[config.mk]
export PLATFORM = sky130hd
export DESIGN_NAME = cpa_outfmt
export DESIGN_NICKNAME = d
export VERILOG_FILES = /design/src/hw/rtl/cpa_pkg.sv /design/src/hw/rtl/cpa_outfmt.sv
export SDC_FILE = /design/constraint.sdc
export NUM_CORES = 1
export LEC_CHECK = 0
export BUFFER_PORTS_ARGS = -buffer_cell sky130_fd_sc_hd__buf_2
export CAP_MARGIN = 20
export CORE_MARGIN = 4
export CORE_UTILIZATION = 55
export CTS_CLUSTER_SIZE = 8
export DETAILED_ROUTE_END_ITERATION = 8
export PLACE_DENSITY_LB_ADDON = 0.1
export SLEW_MARGIN = 20
export SYNTH_ARGS = -nofsm -noshare
export SYNTH_HDL_FRONTEND = slang
export SYNTH_SLANG_ARGS = --single-unit
export TNS_END_PERCENT = 50
[constraint.sdc]
create_clock -name clk -period 4.5 [get_ports clk]
set_input_delay 0 -clock clk [delete_from_list [all_inputs] [get_ports clk]]
set_output_delay 0 -clock clk [all_outputs]
set_load 0.01 [all_outputs]
[src/hw/rtl/cpa_pkg.sv]
// Package for the cosine pipeline: formats, fixed-point constants, stage counts.
// No dependencies; every other file in hw/rtl imports it.
package cpa_pkg;

  // Field widths
  localparam int ANGLE_W         = 32;
  localparam int ANGLE_FRAC_BITS = 24;   // Q7.24
  localparam int COS_W           = 18;   // Q1.16 result

  // Range reduction: turns = |angle| * 1/(2pi), Q0.32 constant
  localparam int INV_W = 30;
  localparam logic [INV_W-1:0] INV2PI_Q32 = 30'd683565276;
  localparam int PROD_TURN_W = ANGLE_W + INV_W;

  // 2pi in Q3.29
  localparam int TWOPI_W = 32;
  localparam logic [TWOPI_W-1:0] TWOPI_Q29 = 32'd3373259426;

  // Radian and square formats (Q2.30 and Q4.28)
  localparam int X_W = 32;
  localparam int Y_W = 32;
  localparam int X_SHIFT = 31;
  localparam int Y_SHIFT = 32;

  // Horner accumulator, signed Q.32
  localparam int ACC_W         = 40;
  localparam int MAG_W         = 34;
  localparam int HORNER_SHIFT  = 28;
  localparam int HORNER_STEPS  = 5;

  typedef logic signed [ACC_W-1:0] acc_t;
  typedef logic [Y_W-1:0]          y_t;

  localparam acc_t C10 = -40'sd1184;
  localparam acc_t C8  = 40'sd106522;
  localparam acc_t C6  = -40'sd5965232;
  localparam acc_t C4  = 40'sd178956971;
  localparam acc_t C2  = -40'sd2147483648;
  localparam acc_t C0  = 40'sd4294967296;

  localparam acc_t HORNER_COEF [HORNER_STEPS] = '{C10, C8, C6, C4, C2};

  // Output rounding
  localparam int OUT_SHIFT = 16;
  localparam logic [ACC_W-1:0] ROUND_HALF = 40'h80_00;
  localparam logic [COS_W-1:0] COS_ONE    = 18'd65536;

  // Pipeline layout
  localparam int RED_STAGES  = 5;
  localparam int STEP_STAGES = 2;
  localparam int OUT_STAGES  = 2;
  localparam int N_STAGES    = RED_STAGES + HORNER_STEPS * STEP_STAGES + OUT_STAGES;

endpackage

[src/hw/rtl/cpa_outfmt.sv]
// Output stage: add the constant term, round half away from zero to Q1.16, clamp.
// Two register stages; the second is the output register. Depends on cpa_pkg.
module cpa_outfmt import cpa_pkg::*; (
  input  logic                   clk,
  input  logic [OUT_STAGES-1:0]  en,
  input  acc_t                   acc_in,
  output logic signed [COS_W-1:0] cosine
);

  localparam int Q_W = ACC_W - OUT_SHIFT;

  logic              neg_r, neg_nxt;
  logic [ACC_W-1:0]  mag_r, mag_nxt;
  logic signed [COS_W-1:0] cos_r, cos_nxt;

  acc_t              fin;
  acc_t              abs_fin;
  logic [ACC_W-1:0]  rnd;
  logic [Q_W-1:0]    q;
  logic [COS_W-1:0]  sat;

  assign fin     = acc_in + C0;
  assign neg_nxt = fin[ACC_W-1];
  assign abs_fin = neg_nxt ? -fin : fin;
  assign mag_nxt = abs_fin;

  assign rnd = mag_r + ROUND_HALF;
  assign q   = rnd[ACC_W-1:OUT_SHIFT];
  assign sat = (q > Q_W'(COS_ONE)) ? COS_ONE : q[COS_W-1:0];
  assign cos_nxt = neg_r ? -$signed(sat) : $signed(sat);

  always_ff @(posedge clk) begin
    if (en[0]) begin
      neg_r <= neg_nxt;
      mag_r <= mag_nxt;
    end
    if (en[1]) cos_r <= cos_nxt;
  end

  assign cosine = cos_r;

endmodule

==> results.md <==
* Final WL at 7020 µm
* Clock Power Share at 0.316
* Largest net degree at the start of global routing at 27
* Top cells by area, synth: edfxtp_1 (38%), xnor2_1 (10%), xor2_1 (4.8%), nand2_1 (3.6%), nor2_1 (3.3%)
* Net Sw Power at 293 µW
* Cts repair resizes at 0
* Max frequency at 255 MHz
* Antenna violations before repair at 0
* Max_cap viols at 0
* N_diodes at 0
* Reg clk slew, reported paths at 80 ps
* Final core utilization at 0.645
* Comb power frac at 0.191
* First-pass GRT wire length at 11800 µm
* Slowest Stage Delay on Critical Path at 460 ps
* Clock Tree Buf Depth at 2
* Clock skew at 2.99 ps
* Clk_lat worst skew at 300 ps
* Area Growth Syn to Fin at 12.6%
* Setup Viol. Count Final at 0
* CP max FO at 12
* Slowest CP cell: edfxtp_1
* Final slew viol count at 0
* Worst setup EP type: flip-flop
* Tot Pwr at 1100 µW
* Crit path required time at 4590 ps
* R2R setup slack at 570 ps
* Critical path type: reg2reg
* Setup TNS at 0 ps
* Sink Count at 44
* Pwr dens at 284 mW/mm²
* Sw Share at 0.267
* Crit start category: flip-flop
* Seq/Total Area, Yosys at 0.385
* Starting density of the core at 0.573
* Max-slew headroom at 0.445
* Yosys top cell by area: edfxtp_1
* Min cycle time layout at 3930 ps
* Final hold violations at 0
* Pre-CTS WS at 649 ps
* Main synth FF type: edfxtp_1
* CTS tree: built
* Int Pwr at 805 µW
* Die area at 0.00757 mm²
* # H-tree levels at 2
* Synth Register Bits at 44
* Final ANT Viol Nets at 0
* I/O Buffers at 60
* Share of cells above drive strength 1 at 0.197
* IO Pins at 61
* Global route total overflow at 0
* CP cell instances: ha_1 > and3_4 > or3_1 > a31o_1 > a211oi_4 > o2111a_2 > o211ai_2 > nand2b_1 > ha_1 > inv_1 > nand2_1 > and2_1 > a311oi_1
* Cell mode on critical path: ha_1
* RSZ-0062 raised after global routing: false
* Leakage power figure at 0.00146 µW
* Vias in the first global route at 2674
* Final GP Congestion at 0.868
* Area share of the largest cell type after synthesis at 0.385
* EDFF count, synth at 44
* Wire per inst at 14.3 µm
* Detail-routed via count per cell at 5.75
* Hold Crit Class: in2reg
* Status: finished clean
* Die height at 87.0 µm
* Post-CTS Setup Inserts at 0
* GRT Overall Usage at 0.193
* Synth Instances at 366
* Top delay family on crit path: compound AO/OA/AOI/OAI gates
* Post-synth top cells: edfxtp_1 (44), xnor2_1 (40), nand2_1 (33), nor2_1 (30), xor2_1 (19)
* Min setup slack post-route at 574 ps
* Row cnt at 28
* Most common cell in the synthesized netlist: edfxtp_1
* Root buf cell: clkbuf_8
* Seq pwr share at 0.492
* Core footprint at 0.00599 mm²
* Maximum VDD drop at 161 µV
* Crit path buffers/inverters at 1
* Mapped cell area at 0.00343 mm²
* DP HPWL at 5480 µm
* Post-synth ARST share at 0
* DR pass1 iterations at 4
* Hold-fix buffers, CTS at 1
* Arrival time at the worst endpoint at 4020 ps
* Die Width at 87.0 µm
* Netlist cell types at 58
* Iter 0 DRT Violations at 151
* CTS Buf Count at 5
* Detailed-route via count at 2825
* Post-Syn Area per Cell at 9.38 µm²
* Post-Syn Nets at 413
* Nets@finish at 463
* DRC violations left at 0
* Final cycle utilization of the critical path at 0.872
* Worst slew pin tran at 826 ps
* Warnings from Yosys at 0
==> cell families after synthesis <==
group,synth area share
and+or+nand+nor,0.260
AOI/OAI and AO/OA,0.135
xor gates and xnor gates,0.151
DFF,0.385
buffers and inverters,0.0456
adders and majority gates,0.0146
muxes,0.00911
==> layout make-up <==
| class | count | area (µm²) |
|---|---|---|
| Fill cell | 518 | 2130 |
| Multi-Input combinational cell | 291 | 1950 |
| Sequential cell | 44 | 1320 |
| Timing Repair Buffer | 63 | 325 |
| Tap cell | 75 | 93.8 |
| Clock buffer | 5 | 68.8 |
| Clock inverter | 2 | 60.1 |
| Inverter | 11 | 41.3 |
==> worst register-to-register path: cells and delay by family, from the launching register on <==
family | cells | cell delay [ps]
AO/OA/AOI/OAI | 5 | 1320
adder cells (fa/ha/maj) | 2 | 630
buffers and inverters | 1 | 120
flip-flops | 1 | 460
AND/OR/NAND/NOR | 5 | 1190
==> state kept, by name, indices dropped and copies added, names as in the netlist <==
name	cells
neg_r	1
mag_r	25
cosine	18
==> routing by layer <==
layer | GRT usage | vias to the layer above | wire [µm]
met5 | 0 | - | 0
met4 | 0.0623 | 0 | 93
met3 | 0.0265 | 9 | 438
met2 | 0.344 | 92 | 3390
met1 | 0.241 | 1281 | 3100
li1 | - | 1443 | -
==> cells in the final DEF (no fill, tap or decap), types with 6 or more instances in the layout <==
cell / instances
nor4_1: 10
edfxtp_1: 44
nand2_1: 33
buf_2: 60
or3_1: 7
o21ai_0: 16
a31oi_1: 6
nor3_1: 14
a21oi_1: 8
xnor2_1: 40
nor2_1: 30
nand3_1: 17
nand2b_1: 6
inv_1: 11
nand4_1: 7
and3_1: 9
xor2_1: 19
==> through the flow <==
| step | cells | instance area (µm²) | hold WS (ps) |
|---|---|---|---|
| global route | 491 | 3860 | 14.2 |
| finish | 491 | 3860 | 6.87 |
| global placement | 483 | 3730 | 311 |
| floorplan | 366 | 3430 | 112 |
| CTS | 491 | 3860 | 2.84 |
| detailed placement | 483 | 3730 | 312 |
==> worst paths after layout <==
kind,endpoint,start,cells after the start
max reg2reg,cosine[6]$_DFFE_PP_,mag_r[15]$_DFFE_PP_,13
min reg2reg,cosine[0]$_DFFE_PP_,mag_r[16]$_DFFE_PP_,2
min,mag_r[22]$_DFFE_PP_,acc_in[22],2
max,cosine[6]$_DFFE_PP_,mag_r[15]$_DFFE_PP_,13
==> power groups by stage <==
stage / Sequential [µW] / Combinational [µW] / Clock (µW)
floorplan: 520 / 174 / 0
global placement: 547 / 205 / 0
detailed placement: 548 / 209 / 0
CTS: 539 / 211 / 353
global route: 547 / 235 / 371
finish: 540 / 210 / 347
No activity file was read; power rests on OpenSTA's default activity.
