==> src/hw/rtl/cpa_pkg.sv <==
// Package for the cosine pipeline: formats, fixed-point constants, stage counts.
// No dependencies; every other file in hw/rtl imports it.
package cpa_pkg;

  // Field widths
  localparam int ANGLE_W         = 32;
  localparam int ANGLE_FRAC_BITS = 24;   // Q7.24
  localparam int COS_W           = 18;   // Q1.16 result

  // Range reduction: turns = |angle| * 1/(2pi), Q0.32 constant
  localparam int INV_W = 30;
  localparam logic [INV_W-1:0] INV2PI_Q32 = 30'd683565276;
  localparam int PROD_TURN_W = ANGLE_W + INV_W;

  // 2pi in Q3.29
  localparam int TWOPI_W = 32;
  localparam logic [TWOPI_W-1:0] TWOPI_Q29 = 32'd3373259426;

  // Radian and square formats (Q2.30 and Q4.28)
  localparam int X_W = 32;
  localparam int Y_W = 32;
  localparam int X_SHIFT = 31;
  localparam int Y_SHIFT = 32;

  // Horner accumulator, signed Q.32
  localparam int ACC_W         = 40;
  localparam int MAG_W         = 34;
  localparam int HORNER_SHIFT  = 28;
  localparam int HORNER_STEPS  = 5;

  typedef logic signed [ACC_W-1:0] acc_t;
  typedef logic [Y_W-1:0]          y_t;

  localparam acc_t C10 = -40'sd1184;
  localparam acc_t C8  = 40'sd106522;
  localparam acc_t C6  = -40'sd5965232;
  localparam acc_t C4  = 40'sd178956971;
  localparam acc_t C2  = -40'sd2147483648;
  localparam acc_t C0  = 40'sd4294967296;

  localparam acc_t HORNER_COEF [HORNER_STEPS] = '{C10, C8, C6, C4, C2};

  // Output rounding
  localparam int OUT_SHIFT = 16;
  localparam logic [ACC_W-1:0] ROUND_HALF = 40'h80_00;
  localparam logic [COS_W-1:0] COS_ONE    = 18'd65536;

  // Pipeline layout
  localparam int RED_STAGES  = 5;
  localparam int STEP_STAGES = 2;
  localparam int OUT_STAGES  = 2;
  localparam int N_STAGES    = RED_STAGES + HORNER_STEPS * STEP_STAGES + OUT_STAGES;

endpackage

==> src/hw/rtl/cpa_reduce.sv <==
// Range reduction front end: |angle| -> turn fraction -> fold -> x -> y = x^2.
// Five register stages, one enable each. Depends on cpa_pkg.
module cpa_reduce import cpa_pkg::*; (
  input  logic                         clk,
  input  logic [RED_STAGES-1:0]        en,
  input  logic signed [ANGLE_W-1:0]    angle,
  output y_t                           y
);

  logic [ANGLE_W-1:0]      mag_r, mag_nxt;
  logic [31:0]             m_r, m_nxt;
  logic [31:0]             mf_r, mf_nxt;
  logic [X_W-1:0]          x_r, x_nxt;
  y_t                      y_r, y_nxt;

  logic [ANGLE_W:0]        neg_full;
  logic [PROD_TURN_W-1:0]  p_turn;
  logic [32:0]             fold_full;
  logic [63:0]             p_rad;
  logic [63:0]             p_sq;

  // stage 0: magnitude (most negative angle gives 2^31 exactly)
  assign neg_full = {1'b1, {ANGLE_W{1'b0}}} - {1'b0, angle};
  assign mag_nxt  = angle[ANGLE_W-1] ? neg_full[ANGLE_W-1:0] : angle;

  // stage 1: fraction of a turn
  assign p_turn = mag_r * INV2PI_Q32;
  assign m_nxt  = p_turn[ANGLE_FRAC_BITS+31:ANGLE_FRAC_BITS];

  // stage 2: fold beyond half a turn
  assign fold_full = 33'h1_0000_0000 - {1'b0, m_r};
  assign mf_nxt    = (m_r > 32'h8000_0000) ? fold_full[31:0] : m_r;

  // stage 3: back to radians
  assign p_rad = mf_r * TWOPI_Q29;
  assign x_nxt = p_rad[X_SHIFT+X_W-1:X_SHIFT];

  // stage 4: square
  assign p_sq  = x_r * x_r;
  assign y_nxt = p_sq[Y_SHIFT+Y_W-1:Y_SHIFT];

  always_ff @(posedge clk) begin
    if (en[0]) mag_r <= mag_nxt;
    if (en[1]) m_r   <= m_nxt;
    if (en[2]) mf_r  <= mf_nxt;
    if (en[3]) x_r   <= x_nxt;
    if (en[4]) y_r   <= y_nxt;
  end

  assign y = y_r;

endmodule

==> config.mk <==
export PLATFORM = sky130hd
export DESIGN_NAME = cpa_reduce
export DESIGN_NICKNAME = d
export VERILOG_FILES = /design/src/hw/rtl/cpa_pkg.sv /design/src/hw/rtl/cpa_reduce.sv
export SDC_FILE = /design/constraint.sdc
export NUM_CORES = 2
export LEC_CHECK = 0
export BUFFER_PORTS_ARGS = -buffer_cell sky130_fd_sc_hd__buf_2
export CAP_MARGIN = 0
export CORE_ASPECT_RATIO = 1.5
export CORE_MARGIN = 2
export CORE_UTILIZATION = 52
export DETAILED_ROUTE_END_ITERATION = 8
export PLACE_DENSITY = 0.75
export SYNTH_ARGS = -nofsm -noshare
export SYNTH_HDL_FRONTEND = slang
export SYNTH_SLANG_ARGS = --single-unit
export TNS_END_PERCENT = 100
==> constraint.sdc <==
create_clock -name clk -period 16.94 [get_ports clk]
set_clock_uncertainty 0.05 [all_clocks]
set_input_delay 4.235 -clock clk [delete_from_list [all_inputs] [get_ports clk]]
set_output_delay 4.235 -clock clk [all_outputs]
set_load 0.03 [all_outputs]
==> results.toml <==
[critical_path]
critical_path.startpoint_type = "register"
r2r-start = "x_r[16]"
r2r_slack_ns = 7.71
reg2regPathDepth = 25
critical_path.startpoint = "x_r[16]"
critical_path.max_fanout = 25
crit_path_end_kind = "register"
crit_path_end = "y[31]"
crit_type = "register to register"
reg2reg_to = "y[31]"
cp_data_required_time_ns = 17.16
arrival_ns = 9.45

[final_layout]
fill_cells = 10389
layout.nets = 8713
area_growth_pct = 4.42
drive_above_1_share_pct = 2.74
regArea_mm2 = 0.00480
fin_cells = 7817
layout_common_cells = "inv_1 (2053), fa_1 (1512), ha_1 (944)"
final_common_cell = "inv_1"
multi_input_area_mm2 = 0.0505

[die]
die_x_um = 289
initial_utilization_pct = 52.5
rows = 156
core_area_mm2 = 0.121
io_pins = 70
fp.dieArea_mm2 = 0.125
die_h_um = 432

[sta]
finalCritPeriodShare_pct = 54.5
hold_viol = 0
post-route-min-period_ns = 9.23
setup_violations = 0
final_max_slew_viol_count = 0
slew_headroom_pct = 31.6
max_freq_ghz = 0.108
rsz0062_at_grt = "false"
tightest_slew_ns = 1.01
final.setup.tns_ns = 0
hold_ws_ns = 0.489

[clock_network]
cts_tree = "yes"
numCtsBuffers = 17
cts_max_level = 4
cts-hold-fix-buffers = 0
cts_max_path_buffers = 2
path_clk_slew_ns = 0.09
cts_sinks = 160
root_buffer = "clkbuf_16"
clock_latency_ns = 0.51
cts_setup_buffers = 0
ctsResizeCount = 0

[global_route]
grt-ovfl-total = 0
grt_pass1_wl_um = 253000
grt_max_degree = 40
antenna_found_initial = 5
first_global_vias = 48752
grtUsageTotal_pct = 26.9

[placement]
port_buffers = 69
place_inst = 7779
place_congestion = 0.971
dpl.hpwl_um = 136000

[route]
drt_pre_antenna_iters = 7
vias_per_cell = 5.31
detail_route.wl_per_cell_um = 20.1
drtAntennaViolNets = 0
vias = 41519
drcViolationCount = 0
drtIter0Drc = 1849
wl_um = 157000

[synth]
synth-seq-area-share_pct = 7.57
synth_seq_cells = 160
synth_nets = 8691
synth_cell_type_count = 68
synthCells = 6197
synthArstFlopShare_pct = 0
netlist_area_mm2 = 0.0634
syn_avg_cell_area_um2 = 10.2
synth-edff-count = 160
ys.flop_type = "edfxtp_1"
synth_warnings = 0

[status]
status = "complete, no violations"

[run]
cap_violations = 0

[min_path]
hp-class = "register to register"
hold_depth = 0
metrics by stage:
| step | utilization [%] | setup slack, ns | area, um^2 |
|---|---|---|---|
| floorplan | - | 9.23 | 63400 |
| global placement | 54.3 | 7.85 | 65600 |
| detailed placement | 54.3 | 7.69 | 65600 |
| CTS | 54.8 | 7.70 | 66200 |
| global route | 54.8 | 7.37 | 66200 |
| finish | 54.8 | 7.71 | 66200 |
metal layers:
metal	vias to the layer above	part of all wire (%)	global-route usage [%]
met5	-	0.0083	0
met4	2	9.0	20.0
met3	599	3.8	3.07
met2	1183	55	51.4
met1	21290	32	25.9
li1	18445	-	-
synth_stat cells, types with 22 or more instances:
| cell type | count | share of area [%] |
|---|---|---|
| nor2_1 | 101 | 0.60 |
| clkbuf_1 | 101 | 0.60 |
| and2_1 | 237 | 2.3 |
| a21oi_1 | 125 | 0.99 |
| xnor2_1 | 141 | 1.9 |
| nor3_1 | 27 | 0.21 |
| xor2_1 | 51 | 0.70 |
| inv_1 | 2053 | 12 |
| nand2_1 | 309 | 1.8 |
| ha_1 | 944 | 19 |
| nand4_1 | 34 | 0.34 |
| o21a_1 | 22 | 0.26 |
| fa_1 | 1512 | 48 |
| o21ai_0 | 81 | 0.64 |
| o31ai_1 | 22 | 0.26 |
| a21o_1 | 74 | 0.88 |
| edfxtp_1 | 160 | 7.6 |
state kept, by name, summed over array words and instances (netlist names):
register / cells
m_r: 32
mf_r: 32
y: 32
x_r: 32
mag_r: 32
worst max-delay path, cell delays in order (launching register included):
cell,delay [ns]
edfxtp_1,0.33
buf_4,0.35
clkinv_1,0.48
nor2_1,0.38
fa_1,0.49
fa_1,0.54
inv_1,0.05
fa_1,0.46
fa_1,0.55
inv_1,0.05
fa_1,0.44
fa_1,0.49
fa_1,0.51
fa_1,0.42
ha_1,0.32
a21oi_1,0.19
o21ai_0,0.15
nor3_1,0.22
o221ai_1,0.29
o211ai_1,0.57
a21oi_1,0.23
o21ai_0,0.59
o211ai_1,0.23
a31o_2,0.29
a21oi_1,0.18
xor2_1,0.08
layout make-up:
class | instances | area share (%)
inverter | 2055 | 11.6
multi-input combinational | 3877 | 76.3
clock inverter | 14 | 0.213
clock buffer | 18 | 0.648
sequential | 160 | 7.25
timing repair buffer | 108 | 0.963
tap | 1580 | 2.98
antenna | 5 | 0.0189
how the worst min path moves through the flow:
stage | startpoint | to | slack (ns)
3_5_place_dp | m_r[0] | mf_r[0] | 0.47
3_3_place_gp | m_r[0] | mf_r[0] | 0.45
2_1_floorplan | m_r[0] | mf_r[0] | 0.40
6_report | m_r[0] | mf_r[0] | 0.49
5_1_grt | m_r[0] | mf_r[0] | 0.50
4_1_cts | m_r[0] | mf_r[0] | 0.49
cells by family after synthesis:
group                      synth area share (%)
and+or+nand+nor                            6.24
DFF                                        7.57
xor gates and xnor gates                   2.65
buffers and inverters                      12.8
adders and majority gates                  66.3
muxes                                    0.0493
AOI/OAI and AO/OA                          4.36
Power is not shown: default switching activity piles up to over one toggle a cycle in this logic, so the estimate is an artifact.
