<file path="src/hw/rtl/cpa_pkg.sv">
// Package for the cosine pipeline: formats, fixed-point constants, stage counts.
// No dependencies; every other file in hw/rtl imports it.
package cpa_pkg;

  // Field widths
  localparam int ANGLE_W         = 32;
  localparam int ANGLE_FRAC_BITS = 24;   // Q7.24
  localparam int COS_W           = 18;   // Q1.16 result

  // Range reduction: turns = |angle| * 1/(2pi), Q0.32 constant
  localparam int INV_W = 30;
  localparam logic [INV_W-1:0] INV2PI_Q32 = 30'd683565276;
  localparam int PROD_TURN_W = ANGLE_W + INV_W;

  // 2pi in Q3.29
  localparam int TWOPI_W = 32;
  localparam logic [TWOPI_W-1:0] TWOPI_Q29 = 32'd3373259426;

  // Radian and square formats (Q2.30 and Q4.28)
  localparam int X_W = 32;
  localparam int Y_W = 32;
  localparam int X_SHIFT = 31;
  localparam int Y_SHIFT = 32;

  // Horner accumulator, signed Q.32
  localparam int ACC_W         = 40;
  localparam int MAG_W         = 34;
  localparam int HORNER_SHIFT  = 28;
  localparam int HORNER_STEPS  = 5;

  typedef logic signed [ACC_W-1:0] acc_t;
  typedef logic [Y_W-1:0]          y_t;

  localparam acc_t C10 = -40'sd1184;
  localparam acc_t C8  = 40'sd106522;
  localparam acc_t C6  = -40'sd5965232;
  localparam acc_t C4  = 40'sd178956971;
  localparam acc_t C2  = -40'sd2147483648;
  localparam acc_t C0  = 40'sd4294967296;

  localparam acc_t HORNER_COEF [HORNER_STEPS] = '{C10, C8, C6, C4, C2};

  // Output rounding
  localparam int OUT_SHIFT = 16;
  localparam logic [ACC_W-1:0] ROUND_HALF = 40'h80_00;
  localparam logic [COS_W-1:0] COS_ONE    = 18'd65536;

  // Pipeline layout
  localparam int RED_STAGES  = 5;
  localparam int STEP_STAGES = 2;
  localparam int OUT_STAGES  = 2;
  localparam int N_STAGES    = RED_STAGES + HORNER_STEPS * STEP_STAGES + OUT_STAGES;

endpackage

</file>
<file path="src/hw/rtl/cpa_hstep.sv">
// One Horner step: acc_out = trunc((acc_in + coef) * y >> 28), sign-magnitude.
// Two register stages (add/abs, multiply). Depends on cpa_pkg.
module cpa_hstep import cpa_pkg::*; (
  input  logic                    clk,
  input  logic [STEP_STAGES-1:0]  en,
  input  acc_t                    acc_in,
  input  acc_t                    coef,
  input  y_t                      y_in,
  output acc_t                    acc_out,
  output y_t                      y_out
);

  localparam int PROD_W = MAG_W + Y_W;
  localparam int SH_W   = PROD_W - HORNER_SHIFT;

  logic              neg_r, neg_nxt;
  logic [MAG_W-1:0]  mag_r, mag_nxt;
  y_t                ya_r, yb_r;
  acc_t              acc_r, acc_nxt;

  acc_t              sum;
  acc_t              abs_sum;
  logic [PROD_W-1:0] prod;
  acc_t              prod_ext;

  assign sum     = acc_in + coef;
  assign neg_nxt = sum[ACC_W-1];
  assign abs_sum = neg_nxt ? -sum : sum;
  assign mag_nxt = abs_sum[MAG_W-1:0];

  // magnitude truncates toward zero, sign reapplied after
  assign prod     = mag_r * ya_r;
  assign prod_ext = acc_t'({{(ACC_W-SH_W){1'b0}}, prod[PROD_W-1:HORNER_SHIFT]});
  assign acc_nxt  = neg_r ? -prod_ext : prod_ext;

  always_ff @(posedge clk) begin
    if (en[0]) begin
      neg_r <= neg_nxt;
      mag_r <= mag_nxt;
      ya_r  <= y_in;
    end
    if (en[1]) begin
      acc_r <= acc_nxt;
      yb_r  <= ya_r;
    end
  end

  assign acc_out = acc_r;
  assign y_out   = yb_r;

endmodule

</file>
<file path="config.mk">
export PLATFORM = sky130hd
export DESIGN_NAME = cpa_hstep
export DESIGN_NICKNAME = d
export VERILOG_FILES = /design/src/hw/rtl/cpa_pkg.sv /design/src/hw/rtl/cpa_hstep.sv
export SDC_FILE = /design/constraint.sdc
export NUM_CORES = 2
export LEC_CHECK = 0
export BUFFER_PORTS_ARGS = -buffer_cell sky130_fd_sc_hd__buf_2
export CAP_MARGIN = 10
export CORE_ASPECT_RATIO = 1.4
export CORE_MARGIN = 10
export CORE_UTILIZATION = 49
export DETAILED_ROUTE_END_ITERATION = 8
export PLACE_DENSITY = 0.66
export SYNTH_ARGS = -nofsm -noshare
export SYNTH_HDL_FRONTEND = slang
export SYNTH_SLANG_ARGS = --single-unit
export TNS_END_PERCENT = 10
</file>
<file path="constraint.sdc">
create_clock -name clk -period 12.75 [get_ports clk]
set_clock_uncertainty 0.1 [all_clocks]
set_input_delay 2.55 -clock clk [delete_from_list [all_inputs] [get_ports clk]]
set_output_delay 2.55 -clock clk [all_outputs]
set_load 0.005 [all_outputs]
</file>
==> impl_metrics.py <==
metrics = {
    "critical_path": {
        "crit_fanout": 20,
        "r2r_cells": 25,
        "start_kind": "register",
        "timing.rr.end": "acc_out[36]$_DFFE_PP_",
        "end_kind": "register",
        "rr_startpoint": "ya_r[2]$_DFFE_PP_",
        "regToRegSetupSlack_ps": 2660,
        "criticalPathCategory": "reg2reg",
        "crit_required_ps": 12900,
        "critPathArrivalTime_ps": 10240,
    },
    "cts": {
        "path_clk_slew_ps": 80,
        "ctsResizeCount": 0,
        "clock-root-buffer": "clkbuf_16",
        "tritoncts": "built",
        "postCtsSetupBuffers": 0,
        "clock_latency_ps": 540,
        "cts_max_level": 4,
        "clockBufferDepth": 2,
        "cts_num_sinks": 139,
        "cts_buffers": 17,
        "holdBufCountCts": 0,
    },
    "synthesis": {
        "synthXorXnorAreaFrac_pct": 2.627,
        "synth_top_area_share_pct": 44.61,
        "syn_inst": 4654,
        "ys_types": 90,
        "yosys.cell_count.top_type": "fa_1",
        "synthMuxAreaShare_pct": 0.1400,
        "synth_compound_area_share_pct": 6.611,
        "synth_top_area_cell": "fa_1",
        "synth-simple-area-share_pct": 16.96,
        "synth_common_cells": "fa_1, inv_1, nand2_1",
        "syn_area_um2": 42910,
        "synthesis.nets": 6028,
        "synth-seq-area-share_pct": 9.728,
        "synth_area_leaders": "fa_1, edfxtp_1, ha_1, inv_1, nand2_1",
        "ys_ff_latch": 139,
        "synth_top_family_by_area": "adder cells",
        "yosys_most_used_dff": "edfxtp_1",
        "synth.avg_cell_area_um2": 9.219,
        "yosys_warnings": 0,
        "synth_edf_count": 139,
        "synth-adder-area-share_pct": 53.44,
        "async_flop_share_pct": 0,
    },
    "placement": {
        "dpl_cell_area_um2": 44910,
        "hpwlAfterDp_um": 95700,
        "dp.cells": 5838,
        "gp_congestion": 0.9713,
        "numPortBuffers": 186,
    },
    "floorplan": {
        "ios": 187,
        "fp.dieW_um": 270.1,
        "coreArea_um2": 86960,
        "start_util_pct": 49.34,
        "rows": 128,
        "fp.dieH_um": 370.1,
        "dieArea_um2": 99970,
    },
    "cells_and_area": {
        "final_nets": 6061,
        "design_area_um2": 45540,
        "drive_gt1_share_pct": 6.957,
        "antenna_cells": 0,
        "fin_cells": 5870,
        "nFillCells": 8078,
        "syn_to_final_growth_pct": 6.133,
    },
    "min_path": {
        "whs_endpoint": "y_out[23]$_DFFE_PP_",
        "min_from": "ya_r[23]$_DFFE_PP_",
        "holdCritPathClass": "reg2reg",
        "holdPathStages": 0,
    },
    "timing": {
        "worst_pin_slew_ps": 1224,
        "period_share_pct": 79.10,
        "setup_viol": 0,
        "rsz0062_at_grt": "no",
        "tns_ps": 0,
        "layout_min_cycle_time_ps": 10090,
        "drv_slew": 0,
        "hold_viol_final": 0,
        "relSlewSlack_pct": 17.37,
        "max_freq_mhz": 99.16,
    },
    "job": {
        "drv_cap": 0,
    },
    "drt": {
        "routed_wirelength_um": 119300,
        "drt-vias-per-instance": 5.519,
        "drt_iter0_drc": 1750,
        "drt_first_pass_iters": 6,
        "ant_nets": 0,
        "wl_per_cell_um": 20.33,
        "vias": 32396,
        "drt_drc_violations_left": 0,
    },
    "grt": {
        "antenna_found_initial": 3,
        "grt_max_degree": 55,
        "grt_first_pass_wirelength_um": 194200,
        "grt_overflow_total": 0,
        "grt_pass1_vias": 35957,
        "track_usage_pct": 24.75,
    },
    "run_status": {
        "run_status": "finished, final reports clean",
    },
}
==> worst max-delay path by stage <==
stage,from,endpoint,slack (ps),depth (start not counted)
floorplan,ya_r[8]$_DFFE_PP_,acc_out[36]$_DFFE_PP_,4400,28
finish,ya_r[2]$_DFFE_PP_,acc_out[36]$_DFFE_PP_,2660,25
CTS,ya_r[2]$_DFFE_PP_,acc_out[36]$_DFFE_PP_,2780,25
global placement,ya_r[8]$_DFFE_PP_,acc_out[36]$_DFFE_PP_,2940,26
detailed placement,ya_r[2]$_DFFE_PP_,acc_out[36]$_DFFE_PP_,2780,25
global route,ya_r[3]$_DFFE_PP_,acc_out[30]$_DFFE_PP_,2390,28
==> worst max-delay path: stages (launching register included) <==
cell       delay [ps]
edfxtp_1          790
buf_4             390
nand2_1           130
fa_1              550
inv_1              50
fa_1              480
inv_1              50
fa_1              470
fa_1              550
inv_1              50
fa_1              480
fa_1              560
fa_1              440
fa_1              460
ha_1              560
a21oi_1           170
o21ai_0           380
a21oi_1           130
o311ai_0         1000
nor2_1            200
a21oi_1           320
xnor2_1           240
o2111ai_2         310
or3_1             500
o41ai_2           360
xnor2_1           120
==> cell families after synthesis <==
logic type,after synthesis
AO/OA/AOI/OAI,429
XOR/XNOR,127
multiplexers,6
buffers and inverters,1196
AND/OR/NAND/NOR,1498
adder cells (fa/ha/maj),1259
flip-flops,139
==> area by class of cell <==
class	instances	area [um^2]	area share (%)
well taps	1170	1464	3.215
multi-input cells	3319	34230	75.17
flip-flops and latches	139	4174	9.166
inverters	954	3581	7.864
clock buffers	17	425.4	0.9342
repair buffers	256	1461	3.209
clock inverters	15	202.7	0.4451
==> registers in the layout, summed over array words and instances (netlist names) <==
register	cells
mag_r	34
y_out	32
acc_out	40
neg_r	1
ya_r	32
==> per-stage QoR <==
stage	utilization, %	hold slack [ps]	worst slack (ps)
floorplan	-	324.4	4398
global placement	51.64	505.0	2939
detailed placement	51.64	515.2	2783
CTS	52.36	529.1	2778
global route	52.36	566.2	2386
finish	52.36	532.9	2665
==> per-layer routing <==
metal	global-route usage [%]	vias to the layer above	part of all wire, %	routed length, um
met2	46.31	1118	54	64470
met5	0	-	0.010	12
met1	27.44	16769	36	42760
met3	3.660	322	5.5	6560
met4	10.92	2	4.6	5538
li1	-	14185	-	-
==> layout by cell type (no fill, tap or decap), drive strengths merged, types with 7 or more instances in the layout <==
master,Yosys,layout
o21a,17,17
a21oi,127,127
o31ai,20,20
xor2,34,34
nor4,9,9
a211oi,9,9
xnor2,93,93
a221oi,10,10
and3,14,14
a31oi,12,12
o211ai,12,12
o21ai,99,99
and4,14,14
nor2,96,96
clkbuf,234,17
buf,8,256
nand3,23,23
a21o,40,40
nand4,35,35
edfxtp,139,139
fa,956,956
o2111ai,7,7
inv,954,960
nor3,35,35
or3,10,10
nand2b,11,11
o21bai,8,8
or2,13,13
nand2,765,765
ha,303,303
and2,454,454
Power is left out: the tool's default activity adds up to more than one toggle a clock period on the data nets, which glitch-free logic cannot reach.
